$ cat config.mk
export PLATFORM = sky130hd
export DESIGN_NAME = wndm_cell
export DESIGN_NICKNAME = d
export VERILOG_FILES = /design/src/hdl/wndm_pkg.sv /design/src/hdl/wndm_cell.sv
export SDC_FILE = /design/constraint.sdc
export NUM_CORES = 1
export LEC_CHECK = 0
export BUFFER_PORTS_ARGS = -buffer_cell sky130_fd_sc_hd__buf_2
export CAP_MARGIN = 40
export CORE_MARGIN = 4
export CORE_UTILIZATION = 25
export CTS_CLUSTER_DIAMETER = 80
export CTS_CLUSTER_SIZE = 20
export DETAILED_ROUTE_END_ITERATION = 8
export GPL_TIMING_DRIVEN = 0
export SETUP_SLACK_MARGIN = 0.4
export SLEW_MARGIN = 20
export SYNTH_ARGS = -nofsm -noshare
export SYNTH_HDL_FRONTEND = slang
export SYNTH_SLANG_ARGS = --single-unit
export TNS_END_PERCENT = 1
$ cat constraint.sdc
create_clock -name clk -period 0.95 [get_ports clk]
set_input_delay 0.1425 -clock clk [delete_from_list [all_inputs] [get_ports clk]]
set_output_delay 0.1425 -clock clk [all_outputs]
set_load 0.02 [all_outputs]
$ cat src/hdl/wndm_pkg.sv
`timescale 1ns / 1ps

package wndm_pkg;

	localparam int INPUT_BITS   = 32;
	localparam int ANGLE_BITS   = 16;
	localparam int CORDIC_STEPS = 16;

	localparam int TABLE_LEN = 24;
	localparam int NSTEPS    = (CORDIC_STEPS < TABLE_LEN) ? CORDIC_STEPS : TABLE_LEN;
	localparam int STEP_W    = $clog2(TABLE_LEN);

	// Datapath widths: x and y grow by the CORDIC gain, angles use pi = 2^31.
	localparam int XW    = INPUT_BITS + 4;
	localparam int ZW    = 34;
	localparam int KZ_W  = INPUT_BITS + 1;
	localparam int AUX_W = (KZ_W + 1 > ANGLE_BITS + 1) ? KZ_W + 1 : ANGLE_BITS + 1;

	localparam int          GAIN_W   = 16;
	localparam logic [15:0] GAIN_INV = 16'd39797;
	localparam int          PROD_W   = XW - 1 + GAIN_W;

	localparam int IN_RAW_W     = 3 * INPUT_BITS;
	localparam int IN_TDATA_W   = ((IN_RAW_W + 7) / 8) * 8;
	localparam int OUT_RAW_W    = 2 * ANGLE_BITS - 1;
	localparam int OUT_TDATA_W  = ((OUT_RAW_W + 7) / 8) * 8;

	localparam logic signed [ZW-1:0] Z_PI       = {{(ZW-32){1'b0}}, 1'b1, 31'b0};
	localparam logic signed [ZW-1:0] Z_HALF_PI  = {{(ZW-31){1'b0}}, 1'b1, 30'b0};
	localparam logic [31:0]          ANGLE_RND  = 32'd1 << (31 - ANGLE_BITS);

	localparam logic [31:0] ATAN_TAB [TABLE_LEN] = '{
		32'h20000000, 32'h12E4051E, 32'h09FB385B, 32'h051111D4,
		32'h028B0D43, 32'h0145D7E1, 32'h00A2F61E, 32'h00517C55,
		32'h0028BE53, 32'h00145F2F, 32'h000A2F98, 32'h000517CC,
		32'h00028BE6, 32'h000145F3, 32'h0000A2FA, 32'h0000517D,
		32'h000028BE, 32'h0000145F, 32'h00000A30, 32'h00000518,
		32'h0000028C, 32'h00000146, 32'h000000A3, 32'h00000051
	};

	typedef struct packed {
		logic signed [XW-1:0] x;
		logic signed [XW-1:0] y;
		logic signed [ZW-1:0] z;
		logic [AUX_W-1:0]     aux;
	} cord_t;

	function automatic logic signed [ZW-1:0] atan_val(input logic [STEP_W-1:0] i);
		logic [31:0] v;
		v = (32'(i) < TABLE_LEN) ? ATAN_TAB[i] : 32'd0;
		return signed'(ZW'(v));
	endfunction

	function automatic logic [ANGLE_BITS-1:0] angle_out(input logic [ZW-1:0] z);
		logic [31:0] w;
		w = z[31:0] + ANGLE_RND;
		return w[31 -: ANGLE_BITS];
	endfunction

endpackage

$ cat src/hdl/wndm_cell.sv
`timescale 1ns / 1ps

module wndm_cell import wndm_pkg::*; (
	input  logic              clk,
	input  logic              arst_n,
	input  logic              en,
	input  logic [STEP_W-1:0] step,
	input  logic              in_valid,
	input  cord_t             in_data,
	output logic              out_valid,
	output cord_t             out_data
);

	cord_t nxt;

	always_comb begin
		nxt = in_data;
		if (!in_data.y[XW-1]) begin
			nxt.x = in_data.x + (in_data.y >>> step);
			nxt.y = in_data.y - (in_data.x >>> step);
			nxt.z = in_data.z + atan_val(step);
		end else begin
			nxt.x = in_data.x - (in_data.y >>> step);
			nxt.y = in_data.y + (in_data.x >>> step);
			nxt.z = in_data.z - atan_val(step);
		end
	end

	always_ff @(posedge clk or negedge arst_n) begin
		if (!arst_n) begin
			out_valid <= 1'b0;
		end else if (en) begin
			out_valid <= in_valid;
		end
	end

	always_ff @(posedge clk) begin
		if (en) begin
			out_data <= nxt;
		end
	end

endmodule

# Word-level counts from Yosys, hierarchy flattened
# Memory sizes are Yosys's and may differ from the RTL's.
# Index checks and enable logic that the tools add are counted.
# classes
bitwise_logic,1
addsub,6
shift,2
magnitude_cmp,2
muxes,4
# op_table
op,n
106-bit two-way mux,1
32-bit two-way mux,3
36-bit adder,2
36-bit by 5-bit >>> shifter with 36-bit output,2
36-bit subtractor,2
34-bit by 33-bit adder with 34-bit output,1
34-bit by 33-bit subtractor with 34-bit output,1
6-bit >= comparator (second input constant),1
5-bit NOT with 6-bit output,1
5-bit < comparator (second input constant),1
# word_totals
mem_bits_ro,1024
n_memories,1
ff_bits,141
in_bits,149
word_cells,21
# mem_list
name,words,word_bits,read_ports,rd_ports_with_merged_regs,write_ports,line,rtl
(name not given),32,32,1,0,0,wndm_pkg.sv:50,v = (32'(i) < TABLE_LEN) ? ATAN_TAB[i] : 32'd0;

# Depth between registers and ports, before layout
# logic_depth
depth_word,7
depth_mapped,28

# Least setup slack after synthesis
# OpenSTA, ideal clock, no wires.
# synth_path
kind,input-to-reg
startpoint,input port step[1]
endpoint,"register out_data[67] in the netlist's numbering, data pin"
required_time_ns,0.687
t_arrival_ns,5.715
setup_slack_ns,-5.028
path_stages,26
setup_ns,0.263
cell_sequence,buf_4 inv_1 clkbuf_1 clkbuf_1 ha_1 clkbuf_1 nor3_1 a211oi_1 o21ai_0 nand2b_1 nor3_1 and2_1 and3_1 a41o_1 buf_2 xor2_1 ha_1 a211oi_1 inv_1 a2111oi_0 o41ai_1 a41oi_1 a21oi_1 a211o_1 a21oi_1 xor2_1
# synth_rtl
element,line,rtl
from (decl),wndm_cell.sv:7,"input logic [STEP_W-1:0] step,"
to (signal assigned),wndm_cell.sv:39,out_data <= nxt;
to (decl),wndm_cell.sv:11,output cord_t out_data

==> impl_results.md <==
- Initial cell density of the core: 0.253
- Maximum single-stage delay on the critical path: 0.58 ns
- Floorplan core area: slightly below 0.07 mm2
- Violated checks: negative hold slack, negative setup slack
- Worst vdd ir: around 1.1 mV
- Via count: approximately 19k
- Global-route usage over all layers: 0.231
- Switching part of the total: 0.441
- Setup_tns: -368.89 ns
- H-tree levels: 4
- Count of hold buffers inserted by post-cts repair: 36
- Count of maximum capacitance violations: 0
- Netlist area before placement: 0.0174 mm2
- Clock tree from TritonCTS: yes
- Status: complete, but fails checks
- Fraction of registers with async set/reset: 0.00709
- Post-detailed-placement half-perimeter wirelength: between 60,000 and 70,000 um
- Critical-path cell with the highest stage delay: mux4_2
- Grt met1 use: 0.280
- Total Die Area: about 0.074 mm2
- Arithmetic-cell share of the synthesized area counting full adders, half adders and majority gates: 0.0846
- Crit path arrival time: approximately 5.6 ns
- Number of buffers created by CTS: 17
- Clock Tree Root: clkbuf_16
- Measured slew at the worst slew-check pin: 0.907 ns
- Crit Path Max Fanout: 7
- Vias in the first global route: between 15k and 20k
- Category of the worst setup path capture point: flop
- Synthesized-area fraction occupied by and/or/nand/nor cells: 0.159
- Combinational cell fraction of total power: 0.566
- Number of enable-type register cells in the synthesized netlist: 140
- Maximum number of pins on one net before global-route repair: 77
- Layout cell share with drive strength beyond 1: 0.397
- Post-layout minimum cycle time: 5.33 ns
- Clock tree sinks: 141
- First-pass iteration count of the detailed router: 8
- Startpoint type of the worst setup path: primary input
- Worst Hold Class: in2reg
- Number of cell rows: 96
- Via count normalized by instance count: 5.61
- Fmax: between 150 and 200 MHz
- Part of the power in the clock network: 0.189
- Int Power: 0.0208 W
- Combinational family with the most area after synthesis: compound AO/OA/AOI/OAI gates
- Highest-utilization routing layer at the global route stage: met2
- Clock-pin slew reported for the worst setup and hold paths after clock tree synthesis: approximately 0.070 ns
- Setup repair after global routing missed its margin: true
- Vertical die dimension: between 200 and 300 um
- Setup-failing EPs final: approximately 250
- Synth Register Bits: ~140
- Residual antenna-violating net count after detailed routing: 0
- IO Pins: 290
- Relative slew margins: 0.394
- Register-to-Register Path Depth: 1
- Antenna violations before repair: 6
- Most common cell after layout, fill and taps aside: buf_2
- Number of cells traversed by the worst hold path: 2
- Count of unique library cells instantiated by Yosys: 102
- Highest-count cells in the layout ignoring fill and taps: 288 x buf_2, 148 x nor2_1, 146 x nand2_1
- Number of buffers on the longest clock path: 2
- Leftover overflow at the end of global routing: 0
- Power Dens Cells: between 1500 and 2000 mW/mm2
- Number of pins exceeding their max-slew limit in the final report: 0
- Number of nets in the finished design: 2,633
- Horizontal extent of the die: 272 um
- Xor-xnor portion of the synthesized cell area: 0.0860
- Number of DRC violations after detailed routing: 0
- Last weighted congestion value of the routability-driven placer: about 1.0
- Mux cell area share after synthesis: 0.176
- Worst-Skew Late Latency: slightly below 0.5 ns
- GR Layer Usage met2: 0.376
- M3 GR Usage: 0.0624
- Synthesis-to-finish area growth: 39.7%
- Post-synthesis cell count: roughly 1.9k
- Global-route wire length before repair: 126,000 um
- Overall power of the completed layout: about 0.037 W
- Final setup slack of the worst path: -4.38 ns
- Data required time at the worst endpoint: 1.18 ns
- Seq/Total Area, Yosys: 0.243
- Setup skew after layout: 0 ns
- Wire length after detailed routing: approximately 90,000 um
- Worst-case hold slack: -0.110 ns
- First DRT Iteration DRCs: 2,041
- Switching pwr: 0.0164 W
- LEAKAGE: ~9.8 nW
- Number of warnings printed during yosys synthesis: 0
- Fraction of the mapped netlist area in compound gates: 0.209
- Top FF cell, synth: edfxtp_1
- Proportion of power drawn by flip-flops and latches: 0.245
- Cell seen most often among critical-path stages: buf_12
- Port Buf Inserts: 288
- Post-Syn Area per Cell: 9.26 um2
- DR WL/cell: approximately 27 um
- Nets in the synthesized netlist: between 2k and 2.5k
- Worst setup path category: in2reg
- Count of final hold-check violations: 1
- Final period util: 5.61
==> stage by stage <==
step	worst slack (ns)	cell area, um2	utilization	std cells
after floorplan	-4.15	17600	-	1880
after global placement	-6.68	20300	0.294	3099
after detailed placement	-6.36	20500	0.298	3118
after CTS	-4.23	23600	0.344	3286
after global routing	-4.55	24300	0.353	3314
final	-4.38	24300	0.353	3317
==> Yosys cell counts (10+ instances only) <==
cell type | count | area (um2)
a31oi_1 | 34 | 213
nand3_1 | 38 | 190
nor2b_1 | 24 | 150
a21oi_1 | 155 | 776
o31a_1 | 11 | 96.3
o21ai_0 | 114 | 571
nor3b_1 | 10 | 75.1
xor2_1 | 78 | 683
a22oi_1 | 17 | 128
a211oi_1 | 23 | 173
o21a_1 | 15 | 113
and3_1 | 16 | 100
nand2b_1 | 30 | 188
clkbuf_1 | 42 | 158
buf_2 | 30 | 150
edfxtp_1 | 140 | 4200
nand2_1 | 157 | 589
and2_1 | 18 | 113
mux2i_1 | 57 | 571
ha_1 | 113 | 1410
o22ai_1 | 19 | 119
nand4_1 | 10 | 62.6
xnor2_1 | 93 | 815
nor2_1 | 166 | 623
or3_1 | 10 | 62.6
inv_1 | 47 | 176
nor3_1 | 25 | 125
mux2_2 | 35 | 394
buf_1 | 22 | 82.6
a21o_1 | 43 | 323
o211ai_1 | 15 | 113
mux4_2 | 87 | 1960
==> state kept, by name, summed over array words and instances (netlist names) <==
register and count:
out_data 140, out_valid 1
==> cell type report <==
cell class                      count  area (um2)
Fill cell                        7030       44500
Multi-Input combinational cell   1582       13900
Sequential cell                   141        4230
Timing Repair Buffer              469        3200
Tap cell                          931        1160
Buffer                            109        1050
Clock buffer                       17         425
Inverter                           48         188
Clock inverter                     15         165
Antenna cell                        5        12.5
==> power groups by stage <==
stage | Combinational, W | Sequential [W] | Clock [W]
5_1_grt | 0.0224 | 0.00928 | 0.00754
3_3_place_gp | 0.0176 | 0.00929 | 0
3_5_place_dp | 0.0177 | 0.00927 | 0
4_1_cts | 0.0200 | 0.00915 | 0.00736
2_1_floorplan | 0.0100 | 0.0111 | 0
6_report | 0.0210 | 0.00912 | 0.00703
==> worst max-delay path: cells and delay by family <==
family	cells	cell delay (ns)
AO/OA/AOI/OAI	7	1.57
AND/OR/NAND/NOR	7	1.22
multiplexers	3	1.08
buffers and inverters	6	0.79
adder cells (fa/ha/maj)	1	0.41
XOR/XNOR	2	0.31
==> final timing paths <==
kind	end	startpoint	slack [ns]
worst min-delay path	out_valid$_DFFE_PN0P_	in_valid	-0.11
min in group asynchronous	out_valid$_DFFE_PN0P_	arst_n	0.16
worst max-delay path	out_data[103]$_DFFE_PP_	step[0]	-4.38
max in group asynchronous	out_valid$_DFFE_PN0P_	arst_n	0.71
worst max register to register	out_valid$_DFFE_PN0P_	out_valid$_DFFE_PN0P_	0.21
worst min register to register	out_valid$_DFFE_PN0P_	out_valid$_DFFE_PN0P_	0.51
==> metal layers <==
layer	routed length, um	vias to the layer above
met1	34200	9096
met4	5220	0
met5	0	-
met2	40800	1062
li1	-	8204
met3	8620	257
==> cells by family after synthesis <==
group | after synthesis
AO/OA/AOI/OAI | 556
XOR/XNOR | 171
adder cells (fa/ha/maj) | 116
buffers and inverters | 157
flip-flops | 141
multiplexers | 185
AND/OR/NAND/NOR | 554
==> timing repair <==
item | 4_1_cts | 5_1_grt
buffers inserted | 99 | 26
endpoints found under the hold margin | 37 | 2
gates resized for setup | 361 | 114
setup endpoints to repair | 324 | 326
gates cloned | 1 | 0
pin swaps | 88 | 67
Note: power is estimated with default switching activity, not from simulation.
