### src/hdl/wndm_pkg.sv
`timescale 1ns / 1ps

package wndm_pkg;

	localparam int INPUT_BITS   = 32;
	localparam int ANGLE_BITS   = 16;
	localparam int CORDIC_STEPS = 16;

	localparam int TABLE_LEN = 24;
	localparam int NSTEPS    = (CORDIC_STEPS < TABLE_LEN) ? CORDIC_STEPS : TABLE_LEN;
	localparam int STEP_W    = $clog2(TABLE_LEN);

	// Datapath widths: x and y grow by the CORDIC gain, angles use pi = 2^31.
	localparam int XW    = INPUT_BITS + 4;
	localparam int ZW    = 34;
	localparam int KZ_W  = INPUT_BITS + 1;
	localparam int AUX_W = (KZ_W + 1 > ANGLE_BITS + 1) ? KZ_W + 1 : ANGLE_BITS + 1;

	localparam int          GAIN_W   = 16;
	localparam logic [15:0] GAIN_INV = 16'd39797;
	localparam int          PROD_W   = XW - 1 + GAIN_W;

	localparam int IN_RAW_W     = 3 * INPUT_BITS;
	localparam int IN_TDATA_W   = ((IN_RAW_W + 7) / 8) * 8;
	localparam int OUT_RAW_W    = 2 * ANGLE_BITS - 1;
	localparam int OUT_TDATA_W  = ((OUT_RAW_W + 7) / 8) * 8;

	localparam logic signed [ZW-1:0] Z_PI       = {{(ZW-32){1'b0}}, 1'b1, 31'b0};
	localparam logic signed [ZW-1:0] Z_HALF_PI  = {{(ZW-31){1'b0}}, 1'b1, 30'b0};
	localparam logic [31:0]          ANGLE_RND  = 32'd1 << (31 - ANGLE_BITS);

	localparam logic [31:0] ATAN_TAB [TABLE_LEN] = '{
		32'h20000000, 32'h12E4051E, 32'h09FB385B, 32'h051111D4,
		32'h028B0D43, 32'h0145D7E1, 32'h00A2F61E, 32'h00517C55,
		32'h0028BE53, 32'h00145F2F, 32'h000A2F98, 32'h000517CC,
		32'h00028BE6, 32'h000145F3, 32'h0000A2FA, 32'h0000517D,
		32'h000028BE, 32'h0000145F, 32'h00000A30, 32'h00000518,
		32'h0000028C, 32'h00000146, 32'h000000A3, 32'h00000051
	};

	typedef struct packed {
		logic signed [XW-1:0] x;
		logic signed [XW-1:0] y;
		logic signed [ZW-1:0] z;
		logic [AUX_W-1:0]     aux;
	} cord_t;

	function automatic logic signed [ZW-1:0] atan_val(input logic [STEP_W-1:0] i);
		logic [31:0] v;
		v = (32'(i) < TABLE_LEN) ? ATAN_TAB[i] : 32'd0;
		return signed'(ZW'(v));
	endfunction

	function automatic logic [ANGLE_BITS-1:0] angle_out(input logic [ZW-1:0] z);
		logic [31:0] w;
		w = z[31:0] + ANGLE_RND;
		return w[31 -: ANGLE_BITS];
	endfunction

endpackage

### src/hdl/wndm_out.sv
`timescale 1ns / 1ps

module wndm_out import wndm_pkg::*; (
	input  logic                   clk,
	input  logic                   arst_n,
	input  logic                   in_valid,
	input  cord_t                  in_data,
	output logic                   en,
	output logic                   m_tvalid,
	input  logic                   m_tready,
	output logic [OUT_TDATA_W-1:0] m_tdata  // polar_angle, azimuth_angle, zero fill
);

	logic signed [ZW-1:0]   zth;
	logic [ANGLE_BITS-1:0]  th_full;
	logic [OUT_TDATA_W-1:0] res;
	logic [OUT_TDATA_W-1:0] skid_q;
	logic                   skid_valid_q;
	logic                   take;
	logic                   arrive;

	always_comb begin
		priority if (in_data.aux[ANGLE_BITS] || in_data.z < 0) begin
			zth = '0;
		end else if (in_data.z > Z_HALF_PI) begin
			zth = Z_HALF_PI;
		end else begin
			zth = in_data.z;
		end
		th_full = angle_out(zth);
		res = OUT_TDATA_W'({in_data.aux[ANGLE_BITS-1:0], th_full[ANGLE_BITS-2:0]});
	end

	assign en     = !skid_valid_q;
	assign take   = !m_tvalid || m_tready;
	assign arrive = in_valid && en;

	always_ff @(posedge clk or negedge arst_n) begin
		if (!arst_n) begin
			m_tvalid     <= 1'b0;
			skid_valid_q <= 1'b0;
		end else if (skid_valid_q) begin
			if (take) begin
				m_tvalid     <= 1'b1;
				skid_valid_q <= 1'b0;
			end
		end else if (arrive) begin
			if (take) begin
				m_tvalid <= 1'b1;
			end else begin
				skid_valid_q <= 1'b1;
			end
		end else if (take) begin
			m_tvalid <= 1'b0;
		end
	end

	always_ff @(posedge clk) begin
		if (skid_valid_q) begin
			if (take) begin
				m_tdata <= skid_q;
			end
		end else if (arrive) begin
			if (take) begin
				m_tdata <= res;
			end else begin
				skid_q <= res;
			end
		end
	end

endmodule

### config.mk
export PLATFORM = sky130hd
export DESIGN_NAME = wndm_out
export DESIGN_NICKNAME = d
export VERILOG_FILES = /design/src/hdl/wndm_pkg.sv /design/src/hdl/wndm_out.sv
export SDC_FILE = /design/constraint.sdc
export NUM_CORES = 1
export LEC_CHECK = 0
export BUFFER_PORTS_ARGS = -buffer_cell sky130_fd_sc_hd__buf_2
export CELL_PAD_IN_SITES_DETAIL_PLACEMENT = 0
export CELL_PAD_IN_SITES_GLOBAL_PLACEMENT = 1
export CORE_ASPECT_RATIO = 1.75
export CORE_MARGIN = 1.5
export CORE_UTILIZATION = 34
export DETAILED_ROUTE_END_ITERATION = 8
export PLACE_DENSITY_LB_ADDON = 0.1
export SLEW_MARGIN = 10
export SYNTH_ARGS = -nofsm -noshare
export SYNTH_HDL_FRONTEND = slang
export SYNTH_SLANG_ARGS = --single-unit
### constraint.sdc
create_clock -name clk -period 5.8 [get_ports clk]
set_clock_uncertainty 0.2 [all_clocks]
set_input_delay 1.16 -clock clk [delete_from_list [all_inputs] [get_ports clk]]
set_output_delay 1.16 -clock clk [all_outputs]
set_load 0.05 [all_outputs]
# == Yosys cells after proc, flatten, opt, wreduce, memory -nomap -nowiden ==
# Index checks and enable logic that the tools add are counted.
# word_totals
register_bits,65
out_inout_bits,34
# classes
n_addsub,1
order_cmp,2
muxes,13
n_bitwise,2
n_reduce_logical,9
# ops
op,count
$mux W32,4
$mux W31,2
$gt A34 B32 Y1 const B,1
$lt A34 B1 Y1 const B,1
$add A31 B16 Y31 const B,1
$mux W1,7
$reduce_and A3 Y1,1
$reduce_bool A3 Y1,1
$logic_not A1 Y1,2
$logic_or A1 B1 Y1,2
$not A1 Y1,2
$reduce_and A2 Y1,1
$reduce_bool A2 Y1,1
$logic_and A1 B1 Y1,1

# == Logic depth before layout (Yosys ltp) ==
# logic_depth
ltp_word,7
mapped_depth,10

# == Worst setup path before layout ==
# OpenSTA, ideal clock, no wires.
# synth_path
kind,input to register
from,input m_tready
to,"register skid_q[0], enable pin"
setup_time_ns,0.464
t_arrival_ns,3.700
t_required_ns,5.136
path_slack_ns,1.436
stages,2
path_buffers,0
cell_sequence,nand2b_1 -> nor3b_1
# synth_via
elab_chain_len,3
# synth_rtl
element,line_no,rtl
from (decl),wndm_out.sv:10,"input logic m_tready,"
$logic_or A1 B1 Y1,wndm_out.sv:35,assign take = !m_tvalid || m_tready;
$not A1 Y1 (no source line),n/a,
$reduce_and A3 Y1 (no source line),n/a,
to (signal assigned),wndm_out.sv:67,skid_q <= res;
to (decl),wndm_out.sv:17,logic [OUT_TDATA_W-1:0] skid_q;
# Every way passes these cells.
# A chain may end at the register's enable or synchronous reset.

# == Worst setup path after layout ==
# layout_path
from,input in_data[56] (netlist bit)
to,register m_tdata[3] (data pin)
# layout_via
elab_chain_len,7
word_cells_on_any_way,9
# layout_rtl
element,line_no,rtl
from (decl),wndm_out.sv:7,"input cord_t in_data,"
$gt A34 B32 Y1 or $lt A34 B1 Y1 (tied branches),"wndm_out.sv:25, wndm_out.sv:23",
$mux W31 or $logic_or A1 B1 Y1 (tied branches),"wndm_out.sv:25, wndm_out.sv:23",
$mux W31 *,wndm_out.sv:23,priority if (in_data.aux[ANGLE_BITS] || in_data.z < 0) begin
$add A31 B16 Y31 *,wndm_pkg.sv:56,w = z[31:0] + ANGLE_RND;
$mux W32 *,wndm_out.sv:64,if (take) begin
$mux W32 *,wndm_out.sv:63,end else if (arrive) begin
$mux W32 *,wndm_out.sv:59,if (skid_valid_q) begin
to (signal assigned),wndm_out.sv:61,m_tdata <= skid_q;
to (signal assigned),wndm_out.sv:65,m_tdata <= res;
to (decl),wndm_out.sv:11,output logic [OUT_TDATA_W-1:0] m_tdata
# Mark *: on every way between the ends. The rest lies on a longest branch, timed or not. The select of a mux whose other input is x is not followed.

==> results.toml <==
[worst_setup_path]
r2r_start = "skid_valid_q$_DFF_PN0_"
path_common_cell = "nand2_1"
critPathTopFamily = "simple AND/OR/NAND/NOR gates"
cp_num_buf_inv = 1
cp_cell_sequence = "buf_2, nor4_1, nand4_1, o22ai_2, and3_1, ha_1, nand2_1, nor3_1, nand2_1, xor2_1, o31ai_1"
regToRegSetupSlack_ns = 3.68
critPathMaxStageDelay_ns = 0.35
slowest_stage = "nor4_1"
startpoint_type = "primary input"
startpoint = "in_data[56]"
reg2reg_depth = 3
cp_data_required_time_ns = 5.65
worst-setup-path-type = "in -> reg"
critPathArrivalTime_ns = 3.28
rr_endpoint = "skid_q[8]$_DFFE_PP_"
cp-end-kind = "flop"
cp_num_cells = 11
crit_end = "m_tdata[3]$_DFFE_PP_"
path_max_fanout = 6

[synth]
synthArstFlopShare = 0.0313
syn_area_um2 = 2830
synthTopCellsByArea = "edfxtp_1, mux2_2, xnor2_1, o31ai_1, nand2_1"
synth_xor_area_frac = 0.0371
yosys_warnings = 0
synth-edff-count = 62
synth_commonest_cells = "edfxtp_1, nand2_1, mux2_2, nor2_1, o31ai_1"
ys.flop_type = "edfxtp_1"
syn-instance-count = 200
syn-num-nets = 345
synthMuxAreaShare = 0.0711
synth-adder-area-share = 0.00442
ys_seq_elements = 64
ys_types = 36
synth_top_family_by_area = "simple AND/OR/NAND/NOR gates"
synth_simple_gate_area_frac = 0.147
yosysMostFrequentCell = "edfxtp_1"
synth_top_area_cell = "edfxtp_1"
synth_area_per_cell_um2 = 14.2
yosysTopAreaCellShare = 0.657
synth_compound_area_frac = 0.0468
ys_seq_area_frac = 0.675

[power]
ir_worst_vdd_mv = 0.135
leakage_uw = 0.00136
power.density_nw_per_um2 = 328

[detailed_routing]
wl_per_cell_um = 14.6
via_count = 1912
drt_pass1_iterations = 4
vias_per_cell = 4.93
antenna_left = 0
routed_wl_mm = 5.65
drc = 0
dr.first_iter.drc_count = 136

[layout]
drive_above_1_share = 0.440
finalInstanceArea_um2 = 3630
nFillCells = 744
seq_area_um2 = 1910
synthToLayoutAreaGrowth_pct = 28.3
multi_input_area_um2 = 881
finalNetCount = 438
n_antenna_cell = 0

[clocking]
cts.sink_count = 64
cts_tree = "yes"
root_buffer = "clkbuf_16"
clk_path_buf_depth = 2
hold_buffers = 0
clkLatencyLatePin_ns = 0.32
htreeDepth = 3
post_cts_resized = 0
cts_buffers = 9
post_cts_buffers = 0
clkTransAtPathRegs_ns = 0.05

[sta]
slew_violations = 0
hold_viol = 0
worst_pin_slew_ns = 0.528
setup_viol = 0
post-route-min-period_ns = 3.44
setup_ws_ns = 2.36
rsz0062_at_grt = "false"
finalCritPeriodShare = 0.592
relSlewSlack = 0.645
fmax_mhz = 291
fin_tns_setup_ns = 0

[floorplanning]
core_um2 = 8020
start_util = 0.354
fp-row-count = 43
dieWidth_um = 72.0
dieArea_um2 = 8910
die_h_um = 124
io_pins = 178

[min_path]
holdCritPathClass = "reg -> reg"
worstHoldPathCells = 2

[place]
port_buffers = 87
place.gp.congestion = 0.814
placed_cell_area_um2 = 3370
dp_slack_ns = 1.96
hpwl_mm = 3.98

[grt]
grt.total_usage = 0.134
overflow = 0
antenna_found_initial = 0
grt_pass1_wl_mm = 8.99
grt_pass1_vias = 1880
grt_max_degree = 47

[run_status]
status = "complete, no violations"

[flow_run]
drv_cap = 0
==> metrics by stage <==
step / utilization / instances / hold WS, ns / total power (µW)
3_3_place_gp: 0.420 / 372 / 0.308 / 739
5_1_grt: 0.453 / 388 / 0.345 / 1240
3_5_place_dp: 0.420 / 372 / 0.314 / 741
6_report: 0.453 / 388 / 0.322 / 1190
2_1_floorplan: - / 200 / 0.293 / 683
4_1_cts: 0.453 / 388 / 0.326 / 1210
==> worst reg2reg max path, stage by stage, from the launching register on <==
cell and delay, ns:
dfrtp_1 0.36, buf_4 0.28, nor3b_2 0.48, buf_4 0.44
==> final cells by class <==
| type | instances | area share |
|---|---|---|
| clock buffers | 9 | 0.0620 |
| clock inverters | 7 | 0.0107 |
| inverters | 2 | 0.00207 |
| multi-input cells | 126 | 0.242 |
| flip-flops and latches | 64 | 0.526 |
| well taps | 90 | 0.0310 |
| repair buffers | 90 | 0.126 |
==> cell families after synthesis <==
| family | after synthesis |
|---|---|
| adders and majority gates | 1 |
| muxes | 18 |
| other | 1 |
| xor gates and xnor gates | 12 |
| buffers and inverters | 10 |
| AOI/OAI and AO/OA | 16 |
| DFF | 64 |
| and+or+nand+nor | 78 |
==> placed cells by master, fill, tap and decap left out, types with 2 or more instances in the layout <==
cell type    n
nand2_1     21
buf_2       87
nand4_1      3
mux2_2      17
clkbuf_16    9
clkinvlp_4   2
nor4_1      10
nor3_1       8
o31ai_1     11
xnor2_1     10
buf_4        3
and3_1       3
edfxtp_1    62
nor2_1      17
nand3_1      6
dfrtp_1      2
inv_1        2
xor2_1       2
clkinv_2     4
==> power by group <==
group          internal [µW]  switching (µW)  leakage (µW)
Clock                    283             181      0.000128
Sequential               545            6.26      0.000604
Combinational           48.9             129      0.000627
Total                    877             316       0.00136
==> metal layers <==
metal  vias to the layer above  GRT usage  wire, µm
met5                         -          0         0
li1                        955          -         -
met2                        83      0.220      2660
met4                         0     0.0672        93
met3                         8     0.0421       294
met1                       866      0.157      2590
==> worst min-delay path by stage <==
stage / start / to / slack (ns)
final: skid_q[6]$_DFFE_PP_ / m_tdata[6]$_DFFE_PP_ / 0.32
after global placement: skid_q[6]$_DFFE_PP_ / m_tdata[6]$_DFFE_PP_ / 0.31
after floorplan: skid_q[14]$_DFFE_PP_ / m_tdata[14]$_DFFE_PP_ / 0.29
after global routing: skid_q[7]$_DFFE_PP_ / m_tdata[7]$_DFFE_PP_ / 0.35
after detailed placement: skid_q[6]$_DFFE_PP_ / m_tdata[6]$_DFFE_PP_ / 0.31
after CTS: skid_q[6]$_DFFE_PP_ / m_tdata[6]$_DFFE_PP_ / 0.33
==> flip-flops by register name (all words and copies together), names as in the netlist <==
register,flops
m_tdata,31
skid_q,31
skid_valid_q,1
m_tvalid,1
Power figures use the tool's default switching activity.
