--- src/hdl/wndm_pkg.sv ---
`timescale 1ns / 1ps

package wndm_pkg;

	localparam int INPUT_BITS   = 32;
	localparam int ANGLE_BITS   = 16;
	localparam int CORDIC_STEPS = 16;

	localparam int TABLE_LEN = 24;
	localparam int NSTEPS    = (CORDIC_STEPS < TABLE_LEN) ? CORDIC_STEPS : TABLE_LEN;
	localparam int STEP_W    = $clog2(TABLE_LEN);

	// Datapath widths: x and y grow by the CORDIC gain, angles use pi = 2^31.
	localparam int XW    = INPUT_BITS + 4;
	localparam int ZW    = 34;
	localparam int KZ_W  = INPUT_BITS + 1;
	localparam int AUX_W = (KZ_W + 1 > ANGLE_BITS + 1) ? KZ_W + 1 : ANGLE_BITS + 1;

	localparam int          GAIN_W   = 16;
	localparam logic [15:0] GAIN_INV = 16'd39797;
	localparam int          PROD_W   = XW - 1 + GAIN_W;

	localparam int IN_RAW_W     = 3 * INPUT_BITS;
	localparam int IN_TDATA_W   = ((IN_RAW_W + 7) / 8) * 8;
	localparam int OUT_RAW_W    = 2 * ANGLE_BITS - 1;
	localparam int OUT_TDATA_W  = ((OUT_RAW_W + 7) / 8) * 8;

	localparam logic signed [ZW-1:0] Z_PI       = {{(ZW-32){1'b0}}, 1'b1, 31'b0};
	localparam logic signed [ZW-1:0] Z_HALF_PI  = {{(ZW-31){1'b0}}, 1'b1, 30'b0};
	localparam logic [31:0]          ANGLE_RND  = 32'd1 << (31 - ANGLE_BITS);

	localparam logic [31:0] ATAN_TAB [TABLE_LEN] = '{
		32'h20000000, 32'h12E4051E, 32'h09FB385B, 32'h051111D4,
		32'h028B0D43, 32'h0145D7E1, 32'h00A2F61E, 32'h00517C55,
		32'h0028BE53, 32'h00145F2F, 32'h000A2F98, 32'h000517CC,
		32'h00028BE6, 32'h000145F3, 32'h0000A2FA, 32'h0000517D,
		32'h000028BE, 32'h0000145F, 32'h00000A30, 32'h00000518,
		32'h0000028C, 32'h00000146, 32'h000000A3, 32'h00000051
	};

	typedef struct packed {
		logic signed [XW-1:0] x;
		logic signed [XW-1:0] y;
		logic signed [ZW-1:0] z;
		logic [AUX_W-1:0]     aux;
	} cord_t;

	function automatic logic signed [ZW-1:0] atan_val(input logic [STEP_W-1:0] i);
		logic [31:0] v;
		v = (32'(i) < TABLE_LEN) ? ATAN_TAB[i] : 32'd0;
		return signed'(ZW'(v));
	endfunction

	function automatic logic [ANGLE_BITS-1:0] angle_out(input logic [ZW-1:0] z);
		logic [31:0] w;
		w = z[31:0] + ANGLE_RND;
		return w[31 -: ANGLE_BITS];
	endfunction

endpackage

--- src/hdl/wndm_gain.sv ---
`timescale 1ns / 1ps

module wndm_gain import wndm_pkg::*; (
	input  logic  clk,
	input  logic  arst_n,
	input  logic  en,
	input  logic  in_valid,
	input  cord_t in_data,
	output logic  out_valid,
	output cord_t out_data
);

	logic [XW-2:0]         mag;
	logic                  nz;
	logic [PROD_W-1:0]     prod_s1;
	logic [KZ_W-1:0]       kz_s1;
	logic                  nz_s1;
	logic [ANGLE_BITS-1:0] phi_s1;
	logic                  valid_s1;
	logic [PROD_W-1:0]     rsum;
	logic [XW-2:0]         r;
	logic                  zero;
	cord_t                 nxt;

	assign mag = in_data.x[XW-1] ? '0 : in_data.x[XW-2:0];
	assign nz  = in_data.aux[KZ_W];

	always_comb begin
		rsum = prod_s1 + PROD_W'(32768);
		r    = nz_s1 ? rsum[PROD_W-1:GAIN_W] : '0;
		zero = (r == '0) && (kz_s1 == '0);
		nxt.x   = signed'(XW'(kz_s1));
		nxt.y   = signed'(XW'(r));
		nxt.z   = '0;
		nxt.aux = AUX_W'({zero, phi_s1});
	end

	always_ff @(posedge clk or negedge arst_n) begin
		if (!arst_n) begin
			valid_s1  <= 1'b0;
			out_valid <= 1'b0;
		end else if (en) begin
			valid_s1  <= in_valid;
			out_valid <= valid_s1;
		end
	end

	always_ff @(posedge clk) begin
		if (en) begin
			prod_s1  <= PROD_W'(mag) * PROD_W'(GAIN_INV);
			kz_s1    <= in_data.aux[KZ_W-1:0];
			nz_s1    <= nz;
			phi_s1   <= nz ? angle_out(in_data.z) : '0;
			out_data <= nxt;
		end
	end

endmodule

--- config.mk ---
export PLATFORM = sky130hd
export DESIGN_NAME = wndm_gain
export DESIGN_NICKNAME = d
export VERILOG_FILES = /design/src/hdl/wndm_pkg.sv /design/src/hdl/wndm_gain.sv
export SDC_FILE = /design/constraint.sdc
export NUM_CORES = 1
export LEC_CHECK = 0
export BUFFER_PORTS_ARGS = -buffer_cell sky130_fd_sc_hd__buf_2
export CORE_ASPECT_RATIO = 1.1
export CORE_UTILIZATION = 55
export CTS_CLUSTER_SIZE = 30
export DETAILED_ROUTE_END_ITERATION = 7
export GPL_TIMING_DRIVEN = 0
export PLACE_DENSITY = 0.76
export SYNTH_ARGS = -nofsm -noshare
export SYNTH_HDL_FRONTEND = slang
export SYNTH_SLANG_ARGS = --single-unit
export TNS_END_PERCENT = 30
--- constraint.sdc ---
create_clock -name clk -period 4.87 [get_ports clk]
set_input_delay 0.974 -clock clk [delete_from_list [all_inputs] [get_ports clk]]
set_output_delay 0.974 -clock clk [all_outputs]
set_load 0.02 [all_outputs]
### Yosys cells after proc, flatten, opt, wreduce, memory -nomap -nowiden

Cells that the tools add are included.
W data, S select, Z words.

| storage, ports and cells | value |
|---|---|
| register bits | 188 |
| bits of input ports | 144 |
| output and inout port bits | 141 |
| logic and storage cells | 17 |

| cells by class | value |
|---|---|
| add/subtract/negate cells | 2 |
| multiply operators | 1 |
| muxes and demuxes | 2 |
| reduce and logical (&&, ||, !) cells | 3 |

Operator list:

| kind | count |
|---|---|
| $mux W35 | 2 |
| $add A51 B16 Y51 const B | 1 |
| $mul A35 B16 Y51 const B | 1 |
| $logic_not A35 Y1 | 1 |
| $logic_not A33 Y1 | 1 |
| $add A32 B16 Y32 const B | 1 |
| $logic_and A1 B1 Y1 | 1 |

### Depth between registers and ports, before layout

Gate-level depths: netlist (run 1).

| depth | value |
|---|---|
| word-level depth | 4 |
| gate-level depth with buffers | 26 |
| gate-level depth less buffers | 23 |

### Worst setup path before layout (run 1)

No wires, ideal clock.

| path | value |
|---|---|
| kind | input-to-reg |
| start | in in_data[139] in the netlist's numbering |
| end | reg prod_s1[47], data pin |
| setup time | 0.266 ns |
| data arrival time | 7.533 ns |
| data required time | 4.604 ns |
| setup slack | -2.929 ns |
| stages | 24 |
| buffers on the path | 3 |
| cell sequence | clkbuf_1 > clkbuf_1 > clkbuf_1 > nand2b_1 > inv_1 > fa_1 > inv_1 > fa_1 > inv_1 > fa_1 > fa_1 > fa_1 > inv_1 > fa_1 > inv_1 > ha_1 > nand4_1 > or4_1 > a211oi_1 > and4b_1 > a2111oi_2 > nor2_1 > o221ai_1 > xor2_1 |

| between the ends | value |
|---|---|
| cells in the longest elaborated chain, start to end | 2 |

Ends and longest elaborated chain:

| what | RTL line | text |
|---|---|---|
| start: declaration | wndm_gain.sv:8 | `input cord_t in_data,` |
| $mux W35 | wndm_gain.sv:25 | `assign mag = in_data.x[XW-1] ? '0 : in_data.x[XW-2:0];` |
| $mul A35 B16 Y51 | wndm_gain.sv:50 | `prod_s1 <= PROD_W'(mag) * PROD_W'(GAIN_INV);` |
| end signal: assignment | wndm_gain.sv:50 |  |
| end: declaration | wndm_gain.sv:15 | `logic [PROD_W-1:0] prod_s1;` |

No other way between the ends.
A chain may end at the register's enable or synchronous reset.

### Worst setup path after layout (run 1)

| path | value |
|---|---|
| start | in in_data[139] in the netlist's numbering |
| end | reg prod_s1[45], data pin |

Same word-level chain as after synthesis.

==> results.json, run 1 <==
{
  "run_status": "finished with violations",
  "violations": "setup timing",
  "ys_ff_latch": 173,
  "clk_pin_slew_worst_paths_ps": 60,
  "timing_hold_violations_final": 0,
  "synth_edf_count": 171,
  "layout-drive-gt1-share_pct": 26.8,
  "vias_per_cell": 5.20,
  "htreeDepth": 4,
  "vias": 12442,
  "rrSetupSlack_ps": 1320,
  "routedWlPerCell_um": 17.1,
  "design_area_um2": 21800,
  "fp.dieW_um": 174,
  "ys_async_sr_fraction_pct": 1.16,
  "slowest_stage": "fa_1",
  "clkPwrFrac_pct": 8.8,
  "critical_path_buf_inv_count": 7,
  "yosysUniqueCellTypes": 65,
  "grt_pass1_vias": 12774,
  "max-cap-violations": 0,
  "drv_slew": 0,
  "grt_pass1_wl_mm": 64.4,
  "rsz0062_at_grt": "yes",
  "hold_path.class": "in -> async",
  "cell_internal_pwr_uw": 7750,
  "syn_avg_cell_area_um2": 10.9,
  "irDropWorstVdd_uv": 573,
  "setup_viol": 36,
  "hpwlAfterDp_mm": 32.5,
  "pin_count": 285,
  "worst_slew_pin_slew_ps": 680,
  "p_seq_share_pct": 17.6,
  "cp-start-kind": "input port",
  "p_sw_uw": 6620,
  "crit_path_end_kind": "flop",
  "crit_path_max_incr_delay_ps": 530,
  "power.leakage_uw": 0.0104,
  "mostFrequentLayoutCells": "inv_1 (302), fa_1 (224), buf_2 (174)",
  "numCtsBuffers": 17,
  "row_count": 68,
  "gp_congestion": 0.943,
  "worstPathCellList": "clkbuf_16 -> clkbuf_16 -> buf_6 -> nor2b_4 -> and2_4 -> a21oi_1 -> fa_1 -> inv_1 -> fa_1 -> fa_1 -> fa_1 -> inv_1 -> fa_1 -> inv_1 -> ha_1 -> buf_6 -> nand4_1 -> or4_4 -> a211oi_4 -> and4b_2 -> a2111oi_4 -> o21ai_2 -> o21bai_1 -> xor2_1",
  "grt_overflow": 0,
  "nFillCells": 2302,
  "drt_iter0_markers": 683,
  "insertion_delay_ps": 420,
  "reg2reg_depth": 9,
  "cpLargestDelayFamily": "adder cells",
  "dominantRegCellSynth": "edfxtp_1",
  "antenna_found_initial": 0,
  "drt_pass1_iterations": 4,
  "initial_utilization_pct": 56.3,
  "area_growth_pct": 22.4,
  "crit_arrival_ps": 6890,
  "drcViolationCount": 0,
  "core_area_um2": 31700,
  "finalClockSkew_ps": 14.0,
  "netlist_area_um2": 17800,
  "yosysWarnings": 0,
  "drt-total-wl_mm": 40.9,
  "die_y_um": 191,
  "die_area_um2": 33100,
  "cp_common_cell": "fa_1",
  "tritoncts": "yes",
  "crit_type": "in -> reg",
  "io_buffers": 172,
  "cts_root_buf": "clkbuf_16",
  "post-route-period-util_pct": 138,
  "relSlewSlack_pct": 54.2,
  "place_area_um2": 19700,
  "r2r_end": "out_data[16]$_DFFE_PP_",
  "finalSetupTns_ps": -45880,
  "final_common_cell": "inv_1",
  "post-route-util_pct": 68.9,
  "yosysSeqAreaShare_pct": 29.1,
  "cp.required_ps": 5030,
  "diodes": 0,
  "antenna_left": 0,
  "swShare_pct": 46.1,
  "min_period_ps": 6730,
  "cts_sinks": 173,
  "postLayoutSetupSlackWorst_ps": -1860,
  "fmax_ghz": 0.149,
  "powerDensity_nw_per_um2": 659,
  "grt_start_max_net_pins": 108,
  "syn_inst": 1631,
  "combPwrFrac_pct": 73.7,
  "worst-path-max-fanout": 8,
  "num-nets-final": 2509,
  "clock_path_buffers": 2,
  "grt.total_usage_pct": 24.8,
  "regToRegStartpoint": "prod_s1[15]$_DFFE_PP_"
}
flip-flops by register name (all words and copies together), names as in the netlist:
register   cells
nz_s1          1
prod_s1       36
valid_s1       1
kz_s1         33
phi_s1        16
out_data      85
out_valid      1
synthesized netlist by cell type (all sizes together), types with 13 or more instances:
library cell	n	share of area, %
o21ai	27	0.76
xor2	33	1.6
nand2	45	0.95
fa	228	26
nor2b	34	1.2
ha	179	13
and2	41	1.4
edfxtp	171	29
nor2	89	1.9
a21o	21	0.88
clkbuf	28	0.59
nand2b	17	0.60
buf	59	2.4
a21oi	65	1.8
nand3	22	0.62
nand4	26	1.0
xnor2	93	4.6
nor3	13	0.39
inv	322	6.8
metal layers:
layer  GRT usage [%]  routed length [um]  vias up
li1                -                   -     5871
met1            30.8               16600     6085
met2            46.0               21400      417
met3            2.43                1890       69
met4            6.88                 985        0
met5               0                   0        -
area by class of cell:
| class | instances | area, um^2 | area share, % |
|---|---|---|---|
| Multi-Input combinational cell | 1103 | 12000 | 55.0 |
| Sequential cell | 173 | 5180 | 23.8 |
| Timing Repair Buffer | 254 | 1560 | 7.17 |
| Inverter | 322 | 1250 | 5.73 |
| Buffer | 87 | 738 | 3.39 |
| Tap cell | 420 | 526 | 2.41 |
| Clock buffer | 20 | 437 | 2.00 |
| Clock inverter | 12 | 115 | 0.528 |
repair_timing:
action | CTS | global route
pin swaps | 68 | 42
gates resized for setup | 193 | 34
setup endpoints to repair | 36 | 36
setup buffers | 73 | 11
hold buffers | 0 | 0
power by group through the flow:
stage | sequential [uW] | combinational, uW | clock (uW)
after floorplan | 2600 | 6340 | 0
after global placement | 2540 | 8030 | 0
after detailed placement | 2550 | 8200 | 0
after CTS | 2520 | 9930 | 1280
after global routing | 2550 | 11600 | 1330
final | 2520 | 10600 | 1260
per-stage QoR:
stage / hold slack (ps) / total power [uW] / instances / worst slack [ps]
floorplan: 400 / 8940 / 1685 / -2040
global placement: 404 / 10600 / 2277 / -2700
detailed placement: 405 / 10700 / 2278 / -2740
CTS: 316 / 13700 / 2383 / -1940
global route: 330 / 15500 / 2391 / -2100
finish: 334 / 14400 / 2391 / -1860
logic make-up after synthesis:
logic type	after synthesis	share of synthesized area, %
xor gates and xnor gates	126	6.19
other	1	0.0211
buffers and inverters	409	9.80
adders and majority gates	407	38.2
muxes	6	0.372
DFF	173	29.1
AOI/OAI and AO/OA	167	5.91
and+or+nand+nor	342	10.4
worst reg2reg max path, stage by stage, from the launching register on:
cell and delay, ps:
edfxtp_1 500, ha_1 340, and2_1 160, or4_1 500, nor3_2 160, nand4_1 180, or4_1 550, nor4_2 240
or4b_1 500, a2111oi_2 240
worst max-delay path by stage:
stage,startpoint,to,cells past startpoint
after floorplan,in_data[139],prod_s1[47]$_DFFE_PP_,24
after global placement,in_data[139],prod_s1[47]$_DFFE_PP_,22
after detailed placement,in_data[139],prod_s1[47]$_DFFE_PP_,22
after CTS,in_data[139],prod_s1[45]$_DFFE_PP_,23
after global routing,in_data[139],prod_s1[45]$_DFFE_PP_,24
final,in_data[139],prod_s1[45]$_DFFE_PP_,24
Note: power is estimated with default switching activity, not from simulation.
==> run 2: changes to the inputs <==
Settings changed: CORE_UTILIZATION 55 to 30, PLACE_DENSITY 0.76 to 0.46.
==> run 2 against run 1 <==
Net effect: the run still ends with setup timing left; wire length rose by 7.8%; clock-buffer cell count is 1 lower; via count decreased by 5.0%; total power down 3.4%; hold slack got worse by 23 ps; register-to-register slack improved by 70 ps; first-iteration DRC count shrank 45%; non-clock buffer count decreased by 22; die area increased by 82%; critical endpoint is now prod_s1[44]$_DFFE_PP_; highest routed layer unchanged.
==> results.json, run 2 (same netlist as run 1, synthesis figures left out) <==
{
  "grt_util_met1_pct": 19.6,
  "mostFrequentLayoutCells": "inv_1 (309), fa_1 (222), buf_2 (174)",
  "critical_path_buf_inv_count": 7,
  "cp.required_ps": 5050,
  "antenna_found_initial": 0,
  "violations": "setup timing",
  "worstPathCellList": "clkbuf_16 -> clkbuf_16 -> clkbuf_16 -> nor2b_4 -> fa_1 -> inv_1 -> fa_1 -> inv_1 -> fa_1 -> fa_1 -> fa_1 -> inv_1 -> fa_1 -> inv_2 -> ha_4 -> nand4_1 -> or4_4 -> a211oi_4 -> and4b_2 -> a2111oi_4 -> o21ai_2 -> o21bai_1 -> xor2_1",
  "met2_usage_pct": 25.1,
  "reg2reg_depth": 9,
  "final_common_cell": "inv_1",
  "rsz0062_at_grt": "yes",
  "crit_path_max_incr_delay_ps": 600,
  "met3_usage_pct": 1.98,
  "place_area_um2": 20100,
  "drv_slew": 0,
  "hold-worst-slack_ps": 312,
  "post-route-period-util_pct": 142,
  "cp-start-kind": "input port",
  "finalClockSkew_ps": 6.38,
  "swShare_pct": 45.4,
  "power.leakage_uw": 0.0103,
  "grt_pass1_vias": 12622,
  "fp.dieW_um": 234,
  "crit_path_end_kind": "flop",
  "slowest_stage": "or4_4",
  "numCtsBuffers": 17,
  "num-nets-final": 2487,
  "powerDensity_nw_per_um2": 632,
  "p_sw_uw": 6300,
  "core_area_um2": 58600,
  "crit_type": "in -> reg",
  "hpwlAfterDp_mm": 37.2,
  "row_count": 93,
  "grt_start_max_net_pins": 94,
  "relSlewSlack_pct": 52.9,
  "drt_pass1_iterations": 5,
  "vias_per_cell": 4.37,
  "largest_reg_flops": 85,
  "drt-total-wl_mm": 44.1,
  "antenna_left": 0,
  "cp_common_cell": "fa_1",
  "fmax_ghz": 0.144,
  "worst-path-stages": 23,
  "min_period_ps": 6940,
  "hold_path.class": "in -> async",
  "area_growth_pct": 23.2,
  "top_regs": "out_data x85, prod_s1 x36, kz_s1 x33",
  "busiest_layer": "met2",
  "irDropWorstVdd_uv": 495,
  "grt_pass1_wl_mm": 69.4,
  "grt_overflow": 0,
  "drt_iter0_markers": 379,
  "run_status": "finished with violations",
  "io_buffers": 172,
  "pin_count": 285,
  "layout-drive-gt1-share_pct": 24.1,
  "cts_sinks": 173,
  "routedWlPerCell_um": 16.3,
  "htreeDepth": 4,
  "max-cap-violations": 0,
  "cell_internal_pwr_uw": 7570,
  "die_area_um2": 60400,
  "gp_congestion": 0.835,
  "worst-path-max-fanout": 7,
  "clkPwrFrac_pct": 10.6,
  "cpLargestDelayFamily": "adder cells",
  "clk_pin_slew_worst_paths_ps": 60,
  "clock_path_buffers": 2,
  "tritoncts": "yes",
  "crit_arrival_ps": 7120,
  "vias": 11825,
  "p_seq_share_pct": 18.1,
  "die_y_um": 258,
  "design_area_um2": 22000,
  "setup_viol": 36,
  "worst_slew_pin_slew_ps": 700,
  "timing_hold_violations_final": 0,
  "diodes": 0,
  "insertion_delay_ps": 430,
  "postLayoutSetupSlackWorst_ps": -2070,
  "initial_utilization_pct": 30.4,
  "drcViolationCount": 0,
  "regMostFlops": "out_data",
  "nFillCells": 5823,
  "combPwrFrac_pct": 71.2,
  "grt.total_usage_pct": 14.8,
  "cts_root_buf": "clkbuf_16"
}
## run 2: what timing repair did
action,4_1_cts,5_1_grt
setup buffers,45,13
hold buffers,0,0
gates resized for setup,132,37
hold endpoints to repair,0,0
pin swaps,46,39
endpoints found under the setup margin,36,36
gates cloned,2,0
## run 2: stage by stage
stage                     power, uW  setup WS (ps)  util [%]  setup TNS (ps)  cells
after CTS                     13500          -2060      37.0          -51860   2697
after detailed placement      10900          -2890      34.3          -82290   2618
after floorplan                8940          -2040         -          -53550   1685
after global placement        10900          -2950      34.2          -82690   2617
after global routing          15300          -2240      37.4          -59500   2709
final                         13900          -2070      37.4          -52710   2709
## run 2: power by group through the flow
stage               sequential [uW]  combinational (uW)  clock, uW
finish                         2520                9890       1470
detailed placement             2550                8380          0
global route                   2560               11100       1580
global placement               2540                8370          0
CTS                            2520                9490       1530
floorplan                      2600                6340          0
## run 2: layer usage
layer / vias up / routed length [um] / share of wire (%)
met1: 5711 / 20300 / 46
met4: 0 / 845 / 1.9
met3: 41 / 1730 / 3.9
li1: 5833 / - / -
met5: - / 0 / 0
met2: 240 / 21200 / 48
## run 2: final timing paths
path                                           from                endpoint  slack [ps]
setup / recovery                       in_data[139]   prod_s1[44]$_DFFE_PP_       -2070
hold / removal                               arst_n   out_valid$_DFFE_PN0P_         310
setup reg to reg              prod_s1[15]$_DFFE_PP_  out_data[16]$_DFFE_PP_        1390
hold reg to reg            phi_s1[12]$_SDFFCE_PN0P_  out_data[12]$_DFFE_PP_         420
max in group asynchronous                    arst_n    valid_s1$_DFFE_PN0P_        4470
min in group clk           phi_s1[12]$_SDFFCE_PN0P_  out_data[12]$_DFFE_PP_         420
## run 2: final cells by class
class	count	area [um^2]	area share (%)
Sequential cell	173	5180	23.6
Multi-Input combinational cell	1103	11800	53.8
Buffer	87	711	3.24
Inverter	322	1240	5.65
Tap cell	760	951	4.33
Clock buffer	19	433	1.97
Timing Repair Buffer	232	1410	6.43
Clock inverter	13	210	0.957
